`src/rtl/core/dpot_pkg.sv`:
```
// ----------------------------------------------------------------------------
// dpot_pkg
// Shared types, register indexes and widths of the point outside test.
// ----------------------------------------------------------------------------
package dpot_pkg;

  localparam int CFG_IDX_W  = 3;
  localparam int CFG_DATA_W = 32;
  localparam int REG_W      = 15;
  localparam int CON_W      = 16;
  localparam int OUT_W      = 8;

  localparam logic [CFG_IDX_W-1:0] REG_CRYSTAL_LENGTH     = 3'd0;
  localparam logic [CFG_IDX_W-1:0] REG_CRYSTAL_RADIUS     = 3'd1;
  localparam logic [CFG_IDX_W-1:0] REG_TOP_EDGE_RADIUS    = 3'd2;
  localparam logic [CFG_IDX_W-1:0] REG_CONTACT_SIZE       = 3'd3;
  localparam logic [CFG_IDX_W-1:0] REG_TAPER_LEN          = 3'd4;
  localparam logic [CFG_IDX_W-1:0] REG_DITCH_DEPTH_LEN    = 3'd5;
  localparam logic [CFG_IDX_W-1:0] REG_DITCH_WIDTH        = 3'd6;
  localparam logic [CFG_IDX_W-1:0] REG_DITCH_OUTER_RADIUS = 3'd7;

  typedef struct packed {
    logic [REG_W-1:0] crystal_length;
    logic [REG_W-1:0] crystal_radius;
    logic [REG_W-1:0] top_edge_radius;
    logic [CON_W-1:0] contact_len;
    logic [CON_W-1:0] contact_rad;
    logic [REG_W-1:0] taper_len;
    logic [REG_W-1:0] ditch_depth_len;
    logic [REG_W-1:0] ditch_width;
    logic [REG_W-1:0] ditch_outer_radius;
  } cfg_t;

  typedef struct packed {
    logic z_out;   // z at or beyond the crystal length or below zero
    logic te_en;   // z above the start of the top edge rounding
  } front_flags_t;

endpackage

```
`src/rtl/core/dpot_back.sv`:
```
// ----------------------------------------------------------------------------
// dpot_back
// Shape tests on the radius and the ordered decision of the outside bit.
// ----------------------------------------------------------------------------
module dpot_back #(
  parameter int CB        = 16,
  parameter int RB        = 16,
  parameter int DW        = 18,
  parameter int BULLETIZE = 1
) (
  input  logic                   clk,
  input  logic                   en,
  input  logic [RB-1:0]          r_in,
  input  logic [RB-1:0]          s_in,
  input  logic signed [CB-1:0]   z_in,
  input  dpot_pkg::front_flags_t fl_in,
  input  dpot_pkg::cfg_t         cfg,
  output logic                   outside
);

  localparam int PW = 2 * DW;
  localparam int LW = 2 * dpot_pkg::CON_W;

  typedef struct packed {
    logic z_out;
    logic r_out;
    logic te_out;
    logic c_in;
    logic c_early;
    logic taper_out;
    logic ditch_out;
  } back_flags_t;

  function automatic logic signed [DW-1:0] widen(input logic [dpot_pkg::CON_W-1:0] v);
    widen = DW'({1'b0, v});
  endfunction

  // stage d
  logic signed [DW-1:0] r_w, s_w, z_w, len_w, rad_w, teb_w, cl_w, cr_w;
  logic signed [DW-1:0] tl_w, dep_w, dwid_w, dor_w, a_w, p_w, q_w;
  logic                 long_contact;
  logic [dpot_pkg::CON_W-1:0] lim;
  back_flags_t          fl_d;

  assign r_w    = DW'({1'b0, r_in});
  assign s_w    = DW'({1'b0, s_in});
  assign z_w    = DW'(z_in);
  assign len_w  = widen({1'b0, cfg.crystal_length});
  assign rad_w  = widen({1'b0, cfg.crystal_radius});
  assign teb_w  = widen({1'b0, cfg.top_edge_radius});
  assign cl_w   = widen(cfg.contact_len);
  assign cr_w   = widen(cfg.contact_rad);
  assign tl_w   = widen({1'b0, cfg.taper_len});
  assign dep_w  = widen({1'b0, cfg.ditch_depth_len});
  assign dwid_w = widen({1'b0, cfg.ditch_width});
  assign dor_w  = widen({1'b0, cfg.ditch_outer_radius});

  // a long contact rounds off its lower end, a short one its outer rim
  assign long_contact = cl_w > cr_w;
  assign a_w = long_contact ? cl_w - cr_w : cr_w - cl_w;
  assign p_w = long_contact ? z_w - a_w : z_w;
  assign q_w = long_contact ? r_w : r_w - a_w;
  assign lim = long_contact ? cfg.contact_rad : cfg.contact_len;

  always_comb begin
    fl_d.z_out     = fl_in.z_out;
    fl_d.r_out     = r_w > rad_w;
    fl_d.te_out    = fl_in.te_en && (r_w > rad_w - teb_w + s_w);
    fl_d.c_in      = (cfg.contact_rad != '0) && (z_w <= cl_w) && (r_w <= cr_w);
    fl_d.c_early   = long_contact ? (z_w < a_w) : (r_w < a_w);
    fl_d.taper_out = (cfg.taper_len != '0) && (z_w < tl_w) && (r_w > len_w - tl_w + z_w);
    fl_d.ditch_out = (cfg.ditch_depth_len != '0) && (z_w < dep_w) &&
                     (cfg.ditch_width != '0) && (cfg.ditch_outer_radius != '0) &&
                     (r_w < dor_w) && (r_w > dor_w - dwid_w);
  end

  logic signed [DW-1:0]       p_d_r, q_d_r;
  logic [dpot_pkg::CON_W-1:0] lim_d_r;
  back_flags_t                fl_d_r;

  always_ff @(posedge clk) begin
    if (en) begin
      p_d_r   <= p_w;
      q_d_r   <= q_w;
      lim_d_r <= lim;
      fl_d_r  <= fl_d;
    end
  end

  // stage e
  logic signed [PW-1:0] pp_s, qq_s;
  logic [LW-1:0]        ll_s;

  logic [PW-1:0]        pp_e_r, qq_e_r;
  logic [LW-1:0]        ll_e_r;
  back_flags_t          fl_e_r;

  assign pp_s = p_d_r * p_d_r;
  assign qq_s = q_d_r * q_d_r;
  assign ll_s = lim_d_r * lim_d_r;

  always_ff @(posedge clk) begin
    if (en) begin
      pp_e_r <= pp_s;
      qq_e_r <= qq_s;
      ll_e_r <= ll_s;
      fl_e_r <= fl_d_r;
    end
  end

  // stage f
  logic [PW:0] pq_sum;
  logic        in_round, bullet_out, result;
  logic        outside_r;

  assign pq_sum     = (PW+1)'(pp_e_r) + (PW+1)'(qq_e_r);
  assign in_round   = pq_sum < (PW+1)'(ll_e_r);
  assign bullet_out = (BULLETIZE != 0) ? (fl_e_r.c_early || in_round) : 1'b1;

  always_comb begin
    if (fl_e_r.z_out || fl_e_r.r_out || fl_e_r.te_out) begin
      result = 1'b1;
    end else if (fl_e_r.c_in) begin
      result = bullet_out;
    end else begin
      result = fl_e_r.taper_out || fl_e_r.ditch_out;
    end
  end

  always_ff @(posedge clk) begin
    if (en) begin
      outside_r <= result;
    end
  end

  assign outside = outside_r;

endmodule

```
`config.mk`:
```
export PLATFORM = sky130hd
export DESIGN_NAME = dpot_back
export DESIGN_NICKNAME = d
export VERILOG_FILES = /design/src/rtl/core/dpot_pkg.sv /design/src/rtl/core/dpot_back.sv
export SDC_FILE = /design/constraint.sdc
export NUM_CORES = 2
export LEC_CHECK = 0
export CELL_PAD_IN_SITES_DETAIL_PLACEMENT = 0
export CELL_PAD_IN_SITES_GLOBAL_PLACEMENT = 1
export CORE_MARGIN = 10
export CORE_UTILIZATION = 57
export CTS_BUF_LIST = sky130_fd_sc_hd__clkbuf_8
export CTS_CLUSTER_DIAMETER = 60
export DETAILED_ROUTE_END_ITERATION = 6
export DONT_BUFFER_PORTS = 1
export GPL_TIMING_DRIVEN = 0
export PLACE_DENSITY_LB_ADDON = 0.1
export RECOVER_POWER = 50
export SYNTH_ARGS = -nofsm -noshare
export SYNTH_HDL_FRONTEND = slang
export SYNTH_SLANG_ARGS = --single-unit
```
`constraint.sdc`:
```
create_clock -name clk -period 14.1 [get_ports clk]
set_input_delay 0.705 -clock clk [delete_from_list [all_inputs] [get_ports clk]]
set_output_delay 0.705 -clock clk [all_outputs]
set_load 0.01 [all_outputs]
```
After elaboration in Yosys (flattened, before gate mapping)
Index checks and enable logic that the tools add are counted.

Multipliers: 3. $add $sub $neg: 10. Muxes and demuxes: 6. Reductions and logical operators: 19. Magnitude comparators: 13.

Operators by type and width (count): $mul 18x18->36 (2); $reduce_bool 15->1 (4); $sub 15x15->16 (3); $add 36x36->37 (1); $lt 37x32->1 (1); $mux 18 (2); $sub 16x16->17 (2); $lt 16x16->1 (2); $mul 16x16->32 (1); $mux 16 (2); $add 16x17->18 (1); $gt 17x18->1 (1); $lt 16x18->1 (1); $lt 17x18->1 (1); $sub 16x18->18 (1); $sub 17x18->18 (1); $add 16x16->17 (1); $gt 17x16->1 (1); $gt 17x17->1 (1); $le 16x17->1 (1); $gt 16x15->1 (1); $gt 16x16->1 (1); $le 16x16->1 (1); $lt 16x15->1 (1); other kinds (4) (17).

Bits of input ports: 189. Output and inout bits: 1. Bits in registers: 171.

Logic depth before layout (Yosys ltp)
Depth in word-level cells: 6. Gate-level depth with buffers: 28. Mapped depth without buffers: 27.

Least setup slack after synthesis
No wires, ideal clock.

Kind: reg-to-reg. Start point: register p_d_r[3]. End point: register pp_e_r[33], data pin. Cell stages (with the launch flop): 25. Path slack: 7.506 ns. Arrival time: 6.337 ns. Data required time: 13.842 ns. Path buffers: 2. Cell sequence: edfxtp_1 -> clkbuf_1 -> clkbuf_1 -> and2_1 -> fa_1 -> fa_1 -> inv_1 -> fa_1 -> fa_1 -> inv_1 -> fa_1 -> inv_1 -> fa_1 -> inv_1 -> ha_1 -> a21oi_2 -> o21ai_1 -> a2111oi_2 -> a21oi_1 -> o311a_1 -> a31o_2 -> o41ai_2 -> o21ba_2 -> o21ai_1 -> xnor2_1.

Longest elaborated chain between the ends: 1.

Ends and longest elaborated chain: start, declared (RTL line dpot_back.sv:77) `logic signed [DW-1:0] p_d_r, q_d_r;`; start signal, assigned (RTL line dpot_back.sv:83) `p_d_r <= p_w;`; $mul 18x18->36 (RTL line dpot_back.sv:98) `assign pp_s = p_d_r * p_d_r;`; named net pp_s[33] (RTL line dpot_back.sv:91) `logic signed [PW-1:0] pp_s, qq_s;`; end signal, assigned (RTL line dpot_back.sv:104) `pp_e_r <= pp_s;`; end, declared (RTL line dpot_back.sv:94) `logic [PW-1:0] pp_e_r, qq_e_r;`.

The timed path passes the listed nets, and every way through them passes these cells. A chain may end at the register's enable or synchronous reset.

Worst setup path after layout
Start point: register p_d_r[10]. End point: register pp_e_r[33], data pin.

Same word-level chain as after synthesis.

==> impl_metrics.env <==
export IMPL_cts_buffers=17
export IMPL_cp_end_kind="flip-flop"
export IMPL_viasPerCell=5.49
export IMPL_status="finished clean"
export IMPL_r2r_start="p_d_r[10]"
export IMPL_ios=190
export IMPL_drtIter0Drc=2035
export IMPL_hold_depth=0
export IMPL_wl_um=119000
export IMPL_path_cells="clkbuf_1 > clkbuf_1 > nand2_1 > fa_1 > fa_1 > fa_1 > inv_1 > fa_1 > fa_1 > inv_1 > fa_1 > inv_1 > ha_1 > a21oi_2 > o21ai_1 > a2111oi_2 > a21oi_1 > o311a_1 > a31o_2 > o41ai_2 > o21ba_2 > o21ai_1 > xnor2_1"
export IMPL_postCtsHoldBufs=0
export IMPL_synth_edf_count=168
export IMPL_rows=104
export IMPL_grt_pass1_vias=35800
export IMPL_r2r_cells=23
export IMPL_worst_pin_slew_ns=0.912
export IMPL_dieArea_um2=93100
export IMPL_crit_path_start="p_d_r[10]"
export IMPL_post_dp_hpwl_um=101000
export IMPL_clkTransAtPathRegs_ns=0.13
export IMPL_nNetsFinal=6739
export IMPL_route_vias_total=34000
export IMPL_syn_area_um2=46300
export IMPL_insertion_delay_ns=0.59
export IMPL_die_w_um=305
export IMPL_min_period_ns=7.92
export IMPL_ant_nets=0
export IMPL_max_cap_violations=0
export IMPL_setup_violations=0
export IMPL_core_um2=80500
export IMPL_cts_setup_buffers=0
export IMPL_crit_fanout=10
export IMPL_die_h_um=305
export IMPL_cp_slowest_cell="clkbuf_1"
export IMPL_io_buffers=0
export IMPL_skew_ns=0.0295
export IMPL_cpPeakStageDelay_ns=0.65
export IMPL_min_to="fl_d_r[6]"
export IMPL_period_share=0.562
export IMPL_min_from="fl_in[1]"
export IMPL_final_max_slew_viol_count=0
export IMPL_grt_ovfl_total=0
export IMPL_grt_use_total=0.260
export IMPL_crit_type="flip-flop to flip-flop"
export IMPL_synth_ff_latch_count=168
export IMPL_antenna_found_initial=3
export IMPL_wl_per_cell_um=19.1
export IMPL_synthCells=5109
export IMPL_syn_num_nets=6720
export IMPL_drcViolationCount=0
export IMPL_r2r_end="pp_e_r[33]"
export IMPL_synth_ff_type="edfxtp_1"
export IMPL_cts_resized=0
export IMPL_routabilityCongestion=0.934
export IMPL_yosysWarningCount=0
export IMPL_max_freq_mhz=126
export IMPL_rsz0062_at_grt="false"
export IMPL_async_flop_share=0
export IMPL_grt_pass1_wl_um=190000
export IMPL_root_buffer="clkbuf_8"
export IMPL_syn_area_per_cell_um2=9.07
export IMPL_cts_tree="built"
export IMPL_cts_htree_levels=4
export IMPL_path_common_cell="fa_1"
export IMPL_fin_setup_tns_ns=0
export IMPL_r2r_slack_ns=6.18
export IMPL_ys_seq_area_frac=0.109
export IMPL_synth_largest_area_cell="fa_1"
export IMPL_cp_required_ns=14.46
export IMPL_synth_top_area_share=0.328
export IMPL_synth_area_leaders="fa_1 (33%), ha_1 (18%), edfxtp_1 (11%)"
export IMPL_synth_cell_types=83
export IMPL_final_layout_size_suffix_gt1_frac=0.0179
export IMPL_relSlewSlack=0.384
export IMPL_synth_most_common_cell="inv_1"
export IMPL_clockBufferDepth=2
export IMPL_area_growth_synth_to_final_pct=3.79
export IMPL_hold_class="input port to flip-flop"
export IMPL_worstSetupStartpointType="flip-flop"
export IMPL_drt_first_pass_iters=6
export IMPL_grt_max_degree=169
export IMPL_arrival_ns=8.28
export IMPL_cts_sinks=168
export IMPL_start_util=0.575
export IMPL_synthTopCellsByCount="inv_1 (1,273), fa_1 (760), ha_1 (662)"
export IMPL_final_hold_viol_count=0
[metal layers]
metal | up-vias | track usage | share of wire
li1 | 16300 | - | -
met1 | 16700 | 0.328 | 0.41
met2 | 908 | 0.443 | 0.48
met3 | 174 | 0.0553 | 0.075
met4 | 0 | 0.0779 | 0.033
met5 | - | 0 | 0
[flip-flops by register name (all words and copies together) (netlist names)]
signal and count:
fl_e_r 7, qq_e_r 35, pp_e_r 35, ll_e_r 31, fl_d_r 7, q_d_r 18
lim_d_r 16, outside 1, p_d_r 18
[through the flow]
stage | cells | hold slack, ns | area, um^2 | worst slack, ns | utilization
final | 6203 | 0.208 | 48100 | 6.18 | 0.597
after floorplan | 5109 | 0.400 | 46300 | 7.51 | -
after CTS | 6201 | 0.141 | 48100 | 6.24 | 0.597
after global routing | 6202 | 0.169 | 48100 | 5.67 | 0.597
after detailed placement | 6169 | 0.405 | 47700 | 6.25 | 0.592
after global placement | 6169 | 0.406 | 47700 | 6.26 | 0.592
[logic make-up (layout without fill, tap and decap cells)]
| logic type | Yosys count | count (layout) | synth area share |
|---|---|---|---|
| AO/OA/AOI/OAI | 736 | 736 | 0.104 |
| XOR/XNOR | 246 | 246 | 0.0465 |
| adder cells (fa/ha/maj) | 1422 | 1422 | 0.507 |
| buffers and inverters | 1379 | 1411 | 0.113 |
| flip-flops | 168 | 168 | 0.109 |
| multiplexers | 14 | 14 | 0.00311 |
| other | 0 | 2 | 0 |
| AND/OR/NAND/NOR | 1144 | 1144 | 0.118 |
[critical path: cells and delay by family, from the launching register on]
family	cells	cell delay, ns
flops	1	0.34
simple gates	1	0.24
xor+xnor	1	0.14
compound gates	9	2.18
fa+ha+maj	7	3.42
buf+inv	5	1.36
[layout make-up]
cell class	instances	area, um^2
clock inverters	15	191
diodes	2	5.00
plain buffers	106	438
well taps	1060	1330
flip-flops and latches	168	5040
fillers	7308	32500
inverters	1273	4780
multi-input cells	3562	36100
clock buffers	17	234
[cell usage in the layout (no fill, tap or decap), types with 17 or more instances in the layout]
| master | instances |
|---|---|
| a211oi_1 | 20 |
| a21o_1 | 110 |
| a21oi_1 | 200 |
| a31oi_1 | 26 |
| and2_1 | 143 |
| clkbuf_1 | 87 |
| clkbuf_8 | 17 |
| edfxtp_1 | 168 |
| fa_1 | 760 |
| ha_1 | 662 |
| inv_1 | 1273 |
| nand2_1 | 410 |
| nand2b_1 | 38 |
| nand3_1 | 45 |
| nand4_1 | 45 |
| nor2_1 | 244 |
| nor2b_1 | 61 |
| nor3_1 | 52 |
| nor4_1 | 34 |
| o21a_1 | 64 |
| o21ai_0 | 145 |
| o21bai_1 | 26 |
| xnor2_1 | 172 |
| xor2_1 | 74 |
[worst max-delay path by stage]
| stage | end | slack [ns] | depth (start not counted) |
|---|---|---|---|
| after global routing | qq_e_r[32] | 5.67 | 25 |
| after global placement | pp_e_r[33] | 6.26 | 23 |
| after detailed placement | qq_e_r[32] | 6.25 | 25 |
| after CTS | qq_e_r[32] | 6.24 | 25 |
| after floorplan | pp_e_r[33] | 7.51 | 24 |
| final | pp_e_r[33] | 6.18 | 23 |
Power is not shown: default switching activity piles up to over one toggle a cycle in this logic, so the estimate is an artifact.
